==> src/sv/lpht_ram.sv <==
// Simple dual-port synchronous RAM, one write and one registered read port.
`timescale 1ns / 1ps

module lpht_ram #(
  parameter int DEPTH = 64,
  parameter int WIDTH = 8
) (
  input  logic                     clk,
  input  logic                     we,
  input  logic [$clog2(DEPTH)-1:0] waddr,
  input  logic [WIDTH-1:0]         wdata,
  input  logic                     re,
  input  logic [$clog2(DEPTH)-1:0] raddr,
  output logic [WIDTH-1:0]         rdata
);

  logic [WIDTH-1:0] mem [DEPTH];

  always_ff @(posedge clk) begin
    if (we) begin
      mem[waddr] <= wdata;
    end
  end

  always_ff @(posedge clk) begin
    if (re) begin
      rdata <= mem[raddr];
    end
  end

endmodule

==> config.mk <==
export PLATFORM = sky130hd
export DESIGN_NAME = lpht_ram
export DESIGN_NICKNAME = d
export VERILOG_FILES = /design/src/sv/lpht_ram.sv
export SDC_FILE = /design/constraint.sdc
export NUM_CORES = 1
export LEC_CHECK = 0
export ABC_CLOCK_PERIOD_IN_PS = 5200
export BUFFER_PORTS_ARGS = -buffer_cell sky130_fd_sc_hd__buf_2
export CAP_MARGIN = 20
export CORE_UTILIZATION = 67
export DETAILED_ROUTE_END_ITERATION = 12
export GPL_TIMING_DRIVEN = 0
export PLACE_DENSITY = 0.84
export SYNTH_ARGS = -nofsm -noshare
export SYNTH_HDL_FRONTEND = slang
export SYNTH_SLANG_ARGS = --single-unit
==> constraint.sdc <==
create_clock -name clk -period 5.2 [get_ports clk]
set_input_delay 0.26 -clock clk [delete_from_list [all_inputs] [get_ports clk]]
set_output_delay 0.26 -clock clk [all_outputs]
set_load 0.005 [all_outputs]
* Word level (Yosys, flattened, before mapping) *
Memory sizes are Yosys's and may differ from the RTL's. A register that Yosys moved wholly into a read port is not among the register bits.
Index checks and enable logic that the tools add are counted.

cells by class
  mux-type cells = 2

operator list
  kind               number
  1-bit two-way mux  2

storage, ports and cells
  flip-flop bits (word level) = 0
  bits in writable memories = 512
  bits of input ports = 23
  output and inout bits = 8
  logic and storage cells = 3
  memories = 1

memory list
  name  words  width  rd ports  clocked after Yosys merged registers in  write ports  line  text
  mem   64     8      1         1                                        1            17    logic [WIDTH-1:0] mem [DEPTH];

* Depth between registers and ports, before layout *
  word-level depth = 2
  depth in mapped cells = 9
  depth with buffers taken out = 5

* Worst setup path after synthesis *
Ideal clock, no wire load.

  path type = input to register
  from = input raddr[1]
  to = register rdata[3], read port of mem (data pin)
  library setup time = 0.266 ns
  data arrival time = 1.800 ns
  data required time = 4.934 ns
  setup slack = 3.134 ns
  stages = 7
  path buffers = 3
  cell sequence = buf_4 buf_2 buf_2 mux4_2 mux4_2 o21ai_1 o41ai_1

RTL lines
  element          line  text
  start, declared  13    input logic [$clog2(DEPTH)-1:0] raddr,
  end, declared    14    output logic [WIDTH-1:0] rdata

==> impl_metrics.json <==
{
  "crit_chain": "buf_4, buf_2, buf_1, nand2_1, o221ai_1, nor2_1, nor3_1, o32ai_1",
  "slowest_stage": "buf_1",
  "crit_path_end_kind": "register",
  "clk_latency_ps": 570,
  "yosys_warnings": 0,
  "fp.dieH_um": 176,
  "finalCritPeriodShare": 0.533,
  "dieWidth_um": 176,
  "post_cts_buffers": 0,
  "cts_num_sinks": 520,
  "grt_usage": 0.336,
  "place_area_um2": 20900,
  "cts_made_buffers": 49,
  "hold_path_class": "input port to register",
  "grt_pass1_wl_um": 71900,
  "p_per_area_nw_per_um2": 387,
  "grt_max_degree": 65,
  "wl_um": 50400,
  "final_area_um2": 22600,
  "cp_max_fo": 10,
  "rows": 63,
  "skew_ps": 19.1,
  "htreeDepth": 2,
  "synth_cell_types": 39,
  "fillCellCount": 1425,
  "required_ps": 5460,
  "slew_headroom": 0.194,
  "ctsLongestPathBuffers": 3,
  "area_growth_pct": 11.6,
  "initial_utilization": 0.681,
  "drc": 0,
  "antenna_found_initial": 2,
  "multi_input_area_um2": 4320,
  "finalHoldViolations": 0,
  "max-vdd-ir-drop_uv": 310,
  "slowest_delay_ps": 820,
  "fin_nets": 1045,
  "rsz0062_at_grt": "false",
  "drive_gt1_frac": 0.263,
  "period_minus_slack_ps": 2770,
  "max_freq_mhz": 361,
  "wl_per_cell_um": 34.7,
  "worstMarginPinSlew_ps": 1180,
  "core-area_um2": 29700,
  "drv_cap": 0,
  "postSynthCellCount": 940,
  "via_count": 10800,
  "die_area_um2": 30900,
  "outcome": "complete, no violations",
  "instances_no_fill": 1451,
  "routed_via_density": 7.43,
  "drtPass1Iterations": 7,
  "regArea_um2": 15600,
  "path_class": "input port to register",
  "synth.avg_cell_area_um2": 21.5,
  "finalSetupTns_ps": 0,
  "path_delay_family": "buffers and inverters",
  "dp.cells": 1353,
  "clock-root-buffer": "clkbuf_16",
  "yosysSeqAreaShare": 0.771,
  "leakagePower_nw": 7.09,
  "clkTransAtPathRegs_ps": 70,
  "mostFrequentLayoutCell": "edfxtp_1",
  "numPortBuffers": 22,
  "pin_count": 31,
  "drt_iter0_drc": 2042,
  "post_cts_resized": 0,
  "postSynthNetCount": 963,
  "grt_pass1_vias": 10700,
  "ys_ff_latch": 520,
  "gp_congestion": 0.954,
  "final-setup-viol-count": 0,
  "tritoncts": "built",
  "grt_overflow_total": 0,
  "place_hpwl_um": 29000,
  "syn_area_um2": 20200,
  "mostFrequentLayoutCells": "edfxtp_1, mux4_2, nor2_1, clkbuf_16, buf_2",
  "antenna_left": 0,
  "report.final.slew_viol_count": 0,
  "cts_hold_buffers": 0,
  "worst_setup_path_start_kind": "input port",
  "arrival_ps": 3030,
  "cp_num_buf_inv": 3
}
## worst register-to-register path: stages (launching register included)
cell       delay [ps]
edfxtp_1          370
mux4_2            530
nor2b_1           190
a2111oi_0        1050
o41ai_1           300
## synthesized netlist by cell type (all sizes together)
master	instances	area [um^2]
a21oi	3	15.0
mux4	126	2840
nor2b	14	87.6
nand4	2	12.5
a2111oi	2	17.5
nand3	13	65.1
nand3b	3	22.5
or3	1	6.26
a31oi	1	6.26
a22oi	3	22.5
o41ai	2	17.5
buf	34	253
a211oi	4	30.0
and2	1	6.26
nand2b	7	43.8
nand2	19	71.3
o2bb2ai	3	26.3
mux2i	23	230
o311ai	1	8.76
nand4b	1	8.76
nor4	2	12.5
clkbuf	17	63.8
edfxtp	520	15600
nor3	7	35.0
o2111ai	3	26.3
a221oi	6	52.6
o32ai	2	17.5
o221a	2	22.5
o22ai	8	50.1
nor2	83	312
mux2	13	146
o21a	2	15.0
o21ai	4	20.0
o221ai	8	70.1
## sequential cells by signal, indices dropped and copies added, names as in the netlist
register and cells:
mem 512, rdata 8
## final cells by class
cell class | count | area share
Multi-Input combinational cell | 369 | 0.191
Clock buffer | 57 | 0.0575
Tap cell | 390 | 0.0216
Antenna cell | 1 | 0.000111
Sequential cell | 520 | 0.691
Clock inverter | 32 | 0.0135
Buffer | 51 | 0.0140
Timing Repair Buffer | 31 | 0.0116
## layer usage
| metal | up-vias | wire length [um] | track usage | part of all wire |
|---|---|---|---|---|
| li1 | 4105 | - | - | - |
| met1 | 5466 | 17300 | 0.455 | 0.34 |
| met2 | 1021 | 24200 | 0.536 | 0.48 |
| met3 | 189 | 6640 | 0.0896 | 0.13 |
| met4 | 2 | 2180 | 0.120 | 0.043 |
| met5 | - | 33 | 0 | 0.00065 |
## worst paths after layout
path	end	from	cells after the start	slack, ps
worst min-delay path	mem[11][6]$_DFFE_PP_	wdata[6]	1	20
worst max register to register	rdata[3]$_DFFE_PP_	mem[3][3]$_DFFE_PP_	4	2430
worst min register to register	rdata[7]$_DFFE_PP_	mem[7][7]$_DFFE_PP_	4	1090
worst max-delay path	rdata[4]$_DFFE_PP_	raddr[1]	8	2430
## per-stage QoR
step / setup WS [ps] / total power [mW] / utilization / hold slack, ps
3_3_place_gp: 2100 / 5.17 / 0.701 / 592
2_1_floorplan: 3130 / 4.99 / - / 359
4_1_cts: 2570 / 8.71 / 0.756 / 42.0
6_report: 2430 / 8.74 / 0.761 / 17.1
5_1_grt: 2440 / 8.88 / 0.761 / 14.5
3_5_place_dp: 2140 / 5.19 / 0.702 / 615
## kinds of logic (layout without fill, tap and decap cells)
kind of cell | Yosys count | after routing | share of synthesized area
flip-flops | 520 | 520 | 0.771
other | 0 | 1 | 0
AND/OR/NAND/NOR | 153 | 153 | 0.0337
multiplexers | 162 | 162 | 0.159
AO/OA/AOI/OAI | 54 | 54 | 0.0206
buffers and inverters | 51 | 171 | 0.0156
## power breakdown
part	internal, mW	leakage, nW	switching (mW)
Clock	2.05	0.786	1.56
Sequential	4.65	4.69	0.00964
Combinational	0.173	1.61	0.307
(Power assumes the default switching activity.)
