`config.mk`:
```
export PLATFORM = sky130hd
export DESIGN_NAME = lpht_hash
export DESIGN_NICKNAME = d
export VERILOG_FILES = /design/src/sv/lpht_pkg.sv /design/src/sv/lpht_hash.sv
export SDC_FILE = /design/constraint.sdc
export NUM_CORES = 1
export LEC_CHECK = 0
export BUFFER_PORTS_ARGS = -buffer_cell sky130_fd_sc_hd__buf_2
export CAP_MARGIN = 40
export CORE_MARGIN = 8
export CORE_UTILIZATION = 35
export DETAILED_ROUTE_END_ITERATION = 12
export SYNTH_ARGS = -nofsm -noshare
export SYNTH_HDL_FRONTEND = slang
export SYNTH_SLANG_ARGS = --single-unit
```
`constraint.sdc`:
```
create_clock -name vclk -period 21.6
set_input_delay 1.08 -clock vclk [all_inputs]
set_output_delay 1.08 -clock vclk [all_outputs]
set_load 0.05 [all_outputs]
```
`src/sv/lpht_pkg.sv`:
```
// Shared types and constants for the linear probing hash table.
`timescale 1ns / 1ps

package lpht_pkg;

  localparam int TABLE_SLOTS = 64;
  localparam int KEY_BYTES   = 8;

  // Slot index width; slots are a power of two so the home slot is the hash's low bits.
  localparam int SLOT_W    = $clog2(TABLE_SLOTS);
  localparam int CNT_W     = $clog2(TABLE_SLOTS);
  localparam int KEY_W     = 64;
  localparam int KEY_LEN_W = 4;
  localparam int DATA_W    = 64;
  localparam int FLAG_W    = 8;
  localparam int STATUS_W  = 2;
  localparam int RESP_IDX_W = 6;

  localparam logic [63:0] HASH_SEED  = 64'd5381;
  localparam int          HASH_SHIFT = 5;

  localparam logic [STATUS_W-1:0] ST_OK        = 2'd0;
  localparam logic [STATUS_W-1:0] ST_NOT_FOUND = 2'd1;
  localparam logic [STATUS_W-1:0] ST_FULL      = 2'd2;

  localparam logic REQ_INSERT = 1'b0;
  localparam logic REQ_SEARCH = 1'b1;

  typedef struct packed {
    logic                 req_type;
    logic [KEY_W-1:0]     key_value;
    logic [KEY_LEN_W-1:0] key_length;
    logic [DATA_W-1:0]    data_in;
    logic [FLAG_W-1:0]    flag_in;
  } req_t;

  typedef struct packed {
    logic [STATUS_W-1:0]   status;
    logic [RESP_IDX_W-1:0] slot_index;
    logic [DATA_W-1:0]     data_out;
    logic [FLAG_W-1:0]     flag_out;
  } resp_t;

  // One table entry as stored in the slot memory.
  typedef struct packed {
    logic [KEY_W-1:0]     key;
    logic [KEY_LEN_W-1:0] key_len;
    logic [DATA_W-1:0]    data;
    logic [FLAG_W-1:0]    flag;
  } slot_t;

endpackage

```
`src/sv/lpht_hash.sv`:
```
// Key canonicalization and djb2 home slot (only the low index bits are kept).
`timescale 1ns / 1ps

module lpht_hash (
  input  logic [lpht_pkg::KEY_W-1:0]     raw_key,
  input  logic [lpht_pkg::KEY_LEN_W-1:0] raw_len,
  output logic [lpht_pkg::KEY_W-1:0]     key,
  output logic [lpht_pkg::KEY_LEN_W-1:0] key_len,
  output logic [lpht_pkg::SLOT_W-1:0]    home
);
  import lpht_pkg::*;

  logic [KEY_LEN_W-1:0] lim;

  assign lim = (raw_len > KEY_LEN_W'(KEY_BYTES)) ? KEY_LEN_W'(KEY_BYTES) : raw_len;

  // h*33+b mod 2^k only depends on the low k bits of h, so the hash runs narrow.
  always_comb begin : canon_hash
    logic              alive;
    logic [SLOT_W-1:0] h;
    logic [7:0]        b;
    alive   = 1'b1;
    h       = SLOT_W'(HASH_SEED);
    key     = '0;
    key_len = '0;
    for (int i = 0; i < KEY_BYTES; i++) begin
      b = raw_key[8*i +: 8];
      if (alive && (KEY_LEN_W'(i) < lim) && (b != 8'd0)) begin
        key[8*i +: 8] = b;
        key_len       = KEY_LEN_W'(i + 1);
        h             = h + (h << HASH_SHIFT) + SLOT_W'(b);
      end else begin
        alive = 1'b0;
      end
    end
    home = h;
  end

endmodule

```
==> Yosys cells after proc, flatten, opt, wreduce, memory -nomap -nowiden <==
Cells that the tools add are included.
{ "op_classes": {"n_mux": 32, "addsub": 15, "n_reduce_logical": 23, "n_lt_le_gt_ge": 9} }
{ "op_table": {"columns": ["operator", "n"], "rows": [
  ["adder 6 bit", 14],
  ["two-way mux 8 bit", 8],
  ["nonzero test 8 bit", 8],
  ["two-way mux 6 bit", 8],
  ["two-way mux 4 bit", 6],
  ["less-than comparator 3 x 4 -> 1 bit, first input constant", 4],
  ["logical AND 1 bit", 15],
  ["less-than comparator 1 x 4 -> 1 bit, first input constant", 2],
  ["less-than comparator 2 x 4 -> 1 bit, first input constant", 2],
  ["two-way mux 1 bit", 8],
  ["adder 6 bit, first input constant", 1],
  ["greater-than comparator 4 bit, second input constant", 1],
  ["two-way mux 2 bit", 2]
]} }
{ "totals": {"wordCells": 79, "output_inout_bits": 74, "regBits": 0, "inputBits": 68} }

==> Logic depth before layout (Yosys ltp) <==
Gate-level depths: netlist of run 1.
{ "logic_depth": {"ltp_word": 26, "ltp_mapped": 47, "mapped_depth_nobuf": 47} }

==> Least setup slack after synthesis of run 1 <==
No wires, ideal clock.
{ "synth_timing": {"path_type": "input to output", "from": "input port raw_len[3] (netlist bit)", "to": "output port home[5] (netlist bit)", "setup_slack_ns": 10.222, "required_ns": 20.520, "path_stages": 42, "arrival_ns": 10.298, "cell_sequence": "nor4_2 -> a31oi_1 -> and2_1 -> ha_1 -> ha_1 -> fa_1 -> inv_1 -> a21oi_1 -> ha_1 -> inv_1 -> fa_1 -> mux2i_1 -> mux2_2 -> ha_1 -> inv_1 -> fa_1 -> a21oi_1 -> ha_1 -> [6 not listed] -> xnor2_1 -> nand2_1 -> o21a_1 -> ha_1 -> ha_1 -> a21oi_1 -> xnor2_1 -> mux2i_1 -> mux2i_1 -> mux2i_1 -> inv_1 -> ha_1 -> ha_1 -> a21oi_1 -> xnor2_1 -> nand2_1 -> xnor3_1 -> xnor3_1"} }
{ "synth_between": {"elab_chain_len": 26, "elab_cells_between_ends": 54, "cone_classes": "add/sub (14); order compare (9); mux (16); reduce/logical (15)"} }
{ "synth_lines": {"columns": ["item", "line", "source"], "rows": [
  ["start, declared", "lpht_hash.sv:6", "input logic [lpht_pkg::KEY_LEN_W-1:0] raw_len,"],
  ["greater-than comparator 4 bit", "lpht_hash.sv:15", "assign lim = (raw_len > KEY_LEN_W'(KEY_BYTES)) ? KEY_LEN_W'(KEY_BYTES) : raw_len;"],
  ["two-way mux 4 bit (*)", "lpht_hash.sv:15", null],
  ["less-than comparator 1 x 4 -> 1 bit", "lpht_hash.sv:28", "if (alive && (KEY_LEN_W'(i) < lim) && (b != 8'd0)) begin"],
  ["logical AND 1 bit", "lpht_hash.sv:28", null],
  ["two-way mux 6 bit or two-way mux 1 bit (tied branches)", "lpht_hash.sv:28", null],
  ["adder 6 bit or logical AND 1 bit (tied branches) (2 in series)", "lpht_hash.sv:31, lpht_hash.sv:28", null],
  ["two-way mux 6 bit or two-way mux 1 bit (tied branches)", "lpht_hash.sv:28", null],
  ["adder 6 bit or logical AND 1 bit (tied branches) (2 in series)", "lpht_hash.sv:31, lpht_hash.sv:28", null],
  ["[4 not listed]", null, null],
  ["adder 6 bit or logical AND 1 bit (tied branches) (2 in series)", "lpht_hash.sv:31, lpht_hash.sv:28", null],
  ["two-way mux 6 bit or two-way mux 1 bit (tied branches)", "lpht_hash.sv:28", null],
  ["adder 6 bit or logical AND 1 bit (tied branches) (2 in series)", "lpht_hash.sv:31, lpht_hash.sv:28", null],
  ["two-way mux 6 bit or two-way mux 1 bit (tied branches)", "lpht_hash.sv:28", null],
  ["adder 6 bit or logical AND 1 bit (tied branches) (2 in series)", "lpht_hash.sv:31, lpht_hash.sv:28", null],
  ["two-way mux 6 bit or two-way mux 1 bit (tied branches)", "lpht_hash.sv:28", null],
  ["adder 6 bit or logical AND 1 bit (tied branches) (2 in series)", "lpht_hash.sv:31, lpht_hash.sv:28", null],
  ["two-way mux 6 bit (*)", "lpht_hash.sv:28", null],
  ["end, declared", "lpht_hash.sv:9", "output logic [lpht_pkg::SLOT_W-1:0] home"]
]} }
Every way passes the cells marked *; elsewhere a longest branch is shown, timed or not.

==> Worst setup path in the final report of run 1 <==
Same ends and word-level chain as after synthesis.

==> results of run 1 <==
-- power by group --
part | leakage [uW] | total (uW) | switching (uW) | internal (uW)
sequential | 0 | 0 | 0 | 0
combinational | 0.00221 | 598 | 350 | 247
clock | 0 | 0 | 0 | 0
total | 0.00221 | 598 | 350 | 247
-- cells by family (layout without fill, tap and decap cells) --
family          count (synthesis)  after routing  share of synthesized area (%)
buf+inv                        36            168                           4.89
xor+xnor                       41             41                           13.2
simple gates                  154            154                           28.0
mux                            20             20                           6.78
fa+ha+maj                      73             73                           31.7
compound gates                 75             75                           15.5
-- critical path: cells and delay by family --
family,cells,cell delay (ns)
AO/OA/AOI/OAI,7,0.91
buffers and inverters,6,0.68
XOR/XNOR,5,0.87
adder cells (fa/ha/maj),15,5.50
multiplexers,6,1.16
AND/OR/NAND/NOR,5,1.12
-- through the flow --
step	power, uW	hold WS [ns]
floorplan	477	2.40
global placement	586	2.58
detailed placement	599	2.58
CTS	602	2.58
global route	662	2.59
finish	598	2.58
-- worst max-delay path by stage --
stage,slack [ns],depth (start not counted),start,endpoint
finish,9.19,44,raw_len[3],home[5]
global route,8.53,44,raw_len[3],home[5]
CTS,9.14,44,raw_len[3],home[5]
detailed placement,9.16,44,raw_len[3],home[5]
global placement,9.37,44,raw_len[3],home[5]
floorplan,10.22,42,raw_len[3],home[5]
-- cell type report --
cell class | count | area share, %
inverters | 23 | 2.24
repair buffers | 145 | 19.1
multi-input cells | 363 | 75.2
well taps | 108 | 3.51
-- Yosys cell counts, types with 8 or more instances --
library cell and count:
nand2_1 35, clkbuf_1 8, inv_1 23, ha_1 66, a21oi_1 34, mux2i_1 15
nor2_1 24, xor2_1 9, xnor2_1 29, and3_1 18, o21ai_0 8, nor4_1 10
and2_1 44, a21o_1 16
-- routing by layer --
layer,vias to the layer above,wire length (um),track usage (%)
met5,-,0,0
li1,1667,-,-
met1,1498,4060,19.2
met3,7,790,2.36
met4,0,100,2.03
met2,113,5030,29.8
==> results.yml, run 1 <==
run_status:
  run_status: "finished, final reports clean"
yosys:
  synth_sequential_area_ratio_pct: 0
  synth.area.top_cells: "ha_1, and2_1, xnor2_1"
  postSynthAreaPerCell_um2: 7.63
  postSynthCellCount: 399
  ys_types: 42
  yosys_warnings: 0
  syn_nets: 540
  synth.cell_area_um2: 3040
  yosys.area.top_type: "ha_1"
  yosys_top_cell_area_share_pct: 27.1
layout:
  final_layout_size_suffix_gt1_share_pct: 29.6
  antenna_cells_inserted: 0
  final.fill_count: 906
  finalCoreUtilization_pct: 44.8
  layout_commonest_cell: "buf_2"
  layout_common_cells: "buf_2, ha_1, and2_1, nand2_1, a21oi_1"
  n_sequential_cell: 0
  clock_buffer_count: 0
  multi_input_area_um2: 2890
  final_nets: 674
  syn_to_layout_area_delta_pct: 26.5
  final_cell_area_um2: 3850
  layoutNonFillerInstCount: 639
  sequential_cell_area_um2: 0
placement:
  port_buffers: 142
  placed_area_um2: 3850
  gp_congestion: 0.892
  placement.setup.worst_slack_ns: 9.16
  detailedPlacementHpwl_um: 8980
  post-place-cells: 639
grt:
  antenna_found_initial: 0
  grt_pass1_wl_um: 15700
  global_route.usage.total_pct: 16.0
  grt_start_max_net_pins: 25
  first_global_vias: 3319
  grt.overflow.total: 0
detailed_routing:
  post_drt_via_cell_ratio: 5.14
  num_vias: 3285
  routed_wire_length_um: 9990
  remaining_drc_errors: 0
  avgRoutedWirePerCell_um: 15.6
  dr.pass1.iters: 5
  ant_nets: 0
  number_of_violations_reported_at_the_end_of_detailed_routing_iteration_0: 165
clocking:
  postCtsResizedCells: 0
  cts_hold_repair.buffers: 0
  cts_setup_buffers: 0
die:
  die_w_um: 109
  core_area_um2: 8590
  die_area_um2: 11900
  die_height_um: 109
  initial_core_util_pct: 35.4
  pin_count: 142
  placement_rows: 34
sta:
  finalHoldViolCount: 0
  grt_setup_unrepaired: "no"
  finalSetupTns_ns: 0
  worst_slew_pin_slew_ns: 0.798
  final-max-slew-violation-count: 0
  fin_crit_ns: 12.41
  setup_violations: 0
  fmax_mhz: 80.6
  postLayoutSetupSlackWorst_ns: 9.19
  portion_of_the_clock_cycle_consumed_by_the_worst_path_in_the_final_layout_pct: 57.4
  worst_slew_margin_rel_pct: 46.8
setup_path:
  crit_arrival_ns: 11.33
  crit_path_max_incr_delay_ns: 0.62
  crit_path_top_delay_cell: "nor4_2"
  timing.critical_path.from_type: "primary input"
  crit_path_frequent_cell: "ha_1"
  data_required_time_of_the_worst_path_ns: 20.52
  crit_path_class: "primary input to output port"
  timing.critical_path.fanout_max: 8
  critPathCaptureType: "output port"
worst_hold_path:
  holdPathEnd: "key[63]"
  hold_path.startpoint: "raw_key[63]"
  hold_depth: 3
  worst_hold_path_type: "primary input to output port"
power_and_ir_drop:
  power_per_cell_area_nw_per_um2: 155
  vdd_ir_drop_max_mv: 0.251
  static-leakage-power_uw: 0.00221
flow_run:
  number_of_maximum_capacitance_constraint_violations: 0
Note: power is estimated with default switching activity, not from simulation.
==> inputs of run 2 (changes only) <==
- clock period: 21.6 -> 12 ns (I/O delays scaled with it)
==> results.yml, run 2 (synthesis results as in run 1) <==
run_status:
  run_status: "finished, final reports clean"
setup_path:
  critPathCaptureType: "output port"
  timing.critical_path.from_type: "primary input"
  cp_num_buf_inv: 6
  crit_path_max_incr_delay_ns: 0.67
  data_required_time_of_the_worst_path_ns: 11.40
  timing.critical_path.fanout_max: 8
  cpLargestDelayFamily: "adder cells"
  crit_path_top_delay_cell: "nor4_2"
  crit_path_class: "primary input to output port"
  crit_path_frequent_cell: "ha_1"
  crit_arrival_ns: 10.73
clocking:
  cts_hold_repair.buffers: 0
  cts_setup_buffers: 0
  postCtsResizedCells: 0
sta:
  worst_slew_margin_rel_pct: 40.8
  setup_violations: 0
  postLayoutSetupSlackWorst_ns: 0.674
  finalHoldViolCount: 0
  portion_of_the_clock_cycle_consumed_by_the_worst_path_in_the_final_layout_pct: 94.4
  final-max-slew-violation-count: 0
  worst_slew_pin_slew_ns: 0.888
  fmax_mhz: 88.3
  finalSetupTns_ns: 0
  fin_crit_ns: 11.33
  grt_setup_unrepaired: "no"
placement:
  post-place-cells: 639
  detailedPlacementHpwl_um: 8650
  placement.setup.worst_slack_ns: 0.595
  gp_congestion: 0.894
  port_buffers: 142
  placed_area_um2: 3850
flow_run:
  number_of_maximum_capacitance_constraint_violations: 0
detailed_routing:
  ant_nets: 0
  avgRoutedWirePerCell_um: 15.5
  dr.pass1.iters: 4
  remaining_drc_errors: 0
  num_vias: 3247
  routed_wire_length_um: 9880
  post_drt_via_cell_ratio: 5.08
  number_of_violations_reported_at_the_end_of_detailed_routing_iteration_0: 146
die:
  die_area_um2: 11900
  initial_core_util_pct: 35.4
  placement_rows: 34
  pin_count: 142
  die_w_um: 109
  core_area_um2: 8590
  die_height_um: 109
grt:
  global_route.usage.total_pct: 15.7
  grt.overflow.total: 0
  antenna_found_initial: 0
  grt_start_max_net_pins: 25
  first_global_vias: 3374
  grt_pass1_wl_um: 15600
layout:
  final_layout_size_suffix_gt1_share_pct: 29.6
  layoutNonFillerInstCount: 639
  n_sequential_cell: 0
  final.fill_count: 920
  syn_to_layout_area_delta_pct: 26.5
  final_cell_area_um2: 3850
  sequential_cell_area_um2: 0
  final_nets: 674
  antenna_cells_inserted: 0
  clock_buffer_count: 0
  layout_commonest_cell: "buf_2"
  finalCoreUtilization_pct: 44.8
  layout_common_cells: "buf_2, ha_1, and2_1, nand2_1, a21oi_1"
power_and_ir_drop:
  power_per_cell_area_nw_per_um2: 281
  vdd_ir_drop_max_mv: 0.433
  static-leakage-power_uw: 0.00221
worst_hold_path:
  worst_hold_path_type: "primary input to output port"
run 2: final timing paths:
| check | start | to | slack, ns | cells past startpoint |
|---|---|---|---|---|
| worst min-delay path | raw_key[62] | key[62] | 1.62 | 3 |
| worst max-delay path | raw_len[3] | home[5] | 0.67 | 44 |
run 2: area by class of cell:
| class | instances | area (um^2) | share of cell area (%) |
|---|---|---|---|
| repair buffers | 145 | 733 | 19.1 |
| multi-input cells | 363 | 2890 | 75.2 |
| well taps | 108 | 135 | 3.51 |
| inverters | 23 | 86.3 | 2.24 |
run 2: power breakdown:
group	switching (uW)	internal (uW)	total, uW
combinational	634	447	1080
sequential	0	0	0
clock	0	0	0
run 2: routing by layer:
metal  GRT usage [%]  part of all wire (%)  up-vias  wire length (um)
li1                -                     -     1671                 -
met1            18.6                    41     1459              4050
met2            29.3                    50      109              4890
met3            2.66                   8.4        8               833
met4            1.74                  0.98        0                97
met5               0                     0        -                 0
run 2: stage by stage:
stage | hold slack [ns] | total power, uW
after floorplan | 1.44 | 859
after global placement | 1.62 | 1060
after detailed placement | 1.62 | 1080
after CTS | 1.63 | 1090
after global routing | 1.64 | 1190
final | 1.62 | 1080
==> inputs of run 3 (changes only) <==
- PLACE_DENSITY: default -> 0.65
- TNS_END_PERCENT: default -> 10
- clock period: 12 -> 10.4 ns (I/O delays scaled with it)
==> results.yml, run 3 (synthesis results as in run 1) <==
run_status:
  run_status: "finished, final reports clean"
setup_path:
  crit_path_top_delay_cell: "fa_1"
  timing.critical_path.from_type: "primary input"
  critPathCaptureType: "output port"
  data_required_time_of_the_worst_path_ns: 9.88
  crit_path_frequent_cell: "ha_4"
  crit_path_max_incr_delay_ns: 0.57
  crit_path_class: "primary input to output port"
  crit_arrival_ns: 9.60
  timing.critical_path.fanout_max: 5
layout:
  final_nets: 708
  layout_commonest_cell: "buf_2"
  sequential_cell_area_um2: 0
  layout_common_cells: "buf_2, ha_1, and2_1, buf_4, nand2_1"
  final.fill_count: 856
  n_sequential_cell: 0
  antenna_cells_inserted: 0
  syn_to_layout_area_delta_pct: 45.2
  final_layout_size_suffix_gt1_share_pct: 41.2
  clock_buffer_count: 0
  finalCoreUtilization_pct: 51.4
detailed_routing:
  ant_nets: 0
  dr.pass1.iters: 4
  avgRoutedWirePerCell_um: 16.5
  post_drt_via_cell_ratio: 5.19
  number_of_violations_reported_at_the_end_of_detailed_routing_iteration_0: 171
  remaining_drc_errors: 0
  num_vias: 3495
  routed_wire_length_um: 11100
worst_hold_path:
  worst_hold_path_type: "primary input to output port"
  hold_depth: 3
placement:
  detailedPlacementHpwl_um: 9380
  gp_congestion: 0.906
  port_buffers: 142
die:
  initial_core_util_pct: 35.4
  die_w_um: 109
  pin_count: 142
  die_area_um2: 11900
  core_area_um2: 8590
  placement_rows: 34
  die_height_um: 109
power_and_ir_drop:
  static-leakage-power_uw: 0.00240
  portion_of_total_power_attributed_to_combinational_logic_pct: 100.0
  vdd_ir_drop_max_mv: 0.298
  share_seq_of_total_power_pct: 0
  internal_power_summed_over_all_cells_uw: 762
  switching_share_pct: 52.8
  p_switching_uw: 853
  power_per_cell_area_nw_per_um2: 365
  clock_power_share_pct: 0
sta:
  worst_slew_margin_rel_pct: 48.8
  worst_slew_pin_slew_ns: 0.768
  fin_crit_ns: 10.12
  setup_violations: 0
  final-max-slew-violation-count: 0
  finalHoldViolCount: 0
  portion_of_the_clock_cycle_consumed_by_the_worst_path_in_the_final_layout_pct: 97.3
  finalSetupTns_ns: 0
  fmax_mhz: 98.8
grt:
  antenna_found_initial: 0
  global_route.usage.total_pct: 16.9
  first_global_vias: 3534
  grt.overflow.total: 0
  grt_start_max_net_pins: 20
  grt_pass1_wl_um: 16600
flow_run:
  number_of_maximum_capacitance_constraint_violations: 0
-- run 3: cell types whose count changed in the layout (fill, tap and decap cells not counted), moves of 4 or more --
cell | previous run | this run
buf_4 | 3 | 38
ha_1 | 66 | 50
ha_4 | 0 | 15
a21oi_1 | 34 | 25
a21oi_2 | 0 | 9
inv_1 | 23 | 19
inv_2 | 0 | 4
-- run 3: power by group through the flow --
stage          Clock, uW  Sequential (uW)  Combinational, uW
2_1_floorplan          0                0                991
6_report               0                0               1620
5_1_grt                0                0               1760
3_3_place_gp           0                0               1320
3_5_place_dp           0                0               1350
4_1_cts                0                0               1430
-- run 3: worst paths after layout --
kind,start,endpoint
worst min-delay path,raw_key[39],key[39]
worst max-delay path,raw_key[0],home[5]
-- run 3: worst max-delay path: cells and delay by family --
kind	cells	cell delay [ns]
fa+ha+maj	16	5.16
mux	6	1.14
compound gates	8	1.03
buf+inv	9	0.77
xor+xnor	4	0.68
simple gates	3	0.26
-- run 3: stage by stage --
step	cells	setup slack (ns)	area [um^2]	total power, uW	hold slack (ns)
2_1_floorplan	399	0.142	3040	991	1.28
3_3_place_gp	669	-0.159	4070	1320	1.46
3_5_place_dp	670	-0.316	4080	1350	1.46
4_1_cts	671	0.0188	4140	1430	1.46
5_1_grt	673	-0.119	4420	1760	1.48
6_report	673	0.282	4420	1620	1.46
-- run 3: repair_timing --
item                       in CTS  in global routing
resized for setup              10                 44
cloned                          0                  0
hold buffers                    0                  0
buffers inserted                1                  2
pin swaps                       9                 22
hold endpoints to repair        0                  0
setup endpoints to repair       1                  3
-- run 3: metal layers --
metal / global-route usage, % / up-vias / part of all wire, %
li1: - / 1743 / -
met1: 20.7 / 1616 / 40
met2: 31.3 / 128 / 50
met3: 2.54 / 8 / 9.5
met4: 1.74 / 0 / 1.1
met5: 0 / - / 0
-- run 3: area by class of cell --
cell class	instances	area (um^2)	area share, %
Multi-Input combinational cell	363	3200	72.4
Timing Repair Buffer	179	997	22.6
Tap cell	108	135	3.06
Inverter	23	86.3	1.95
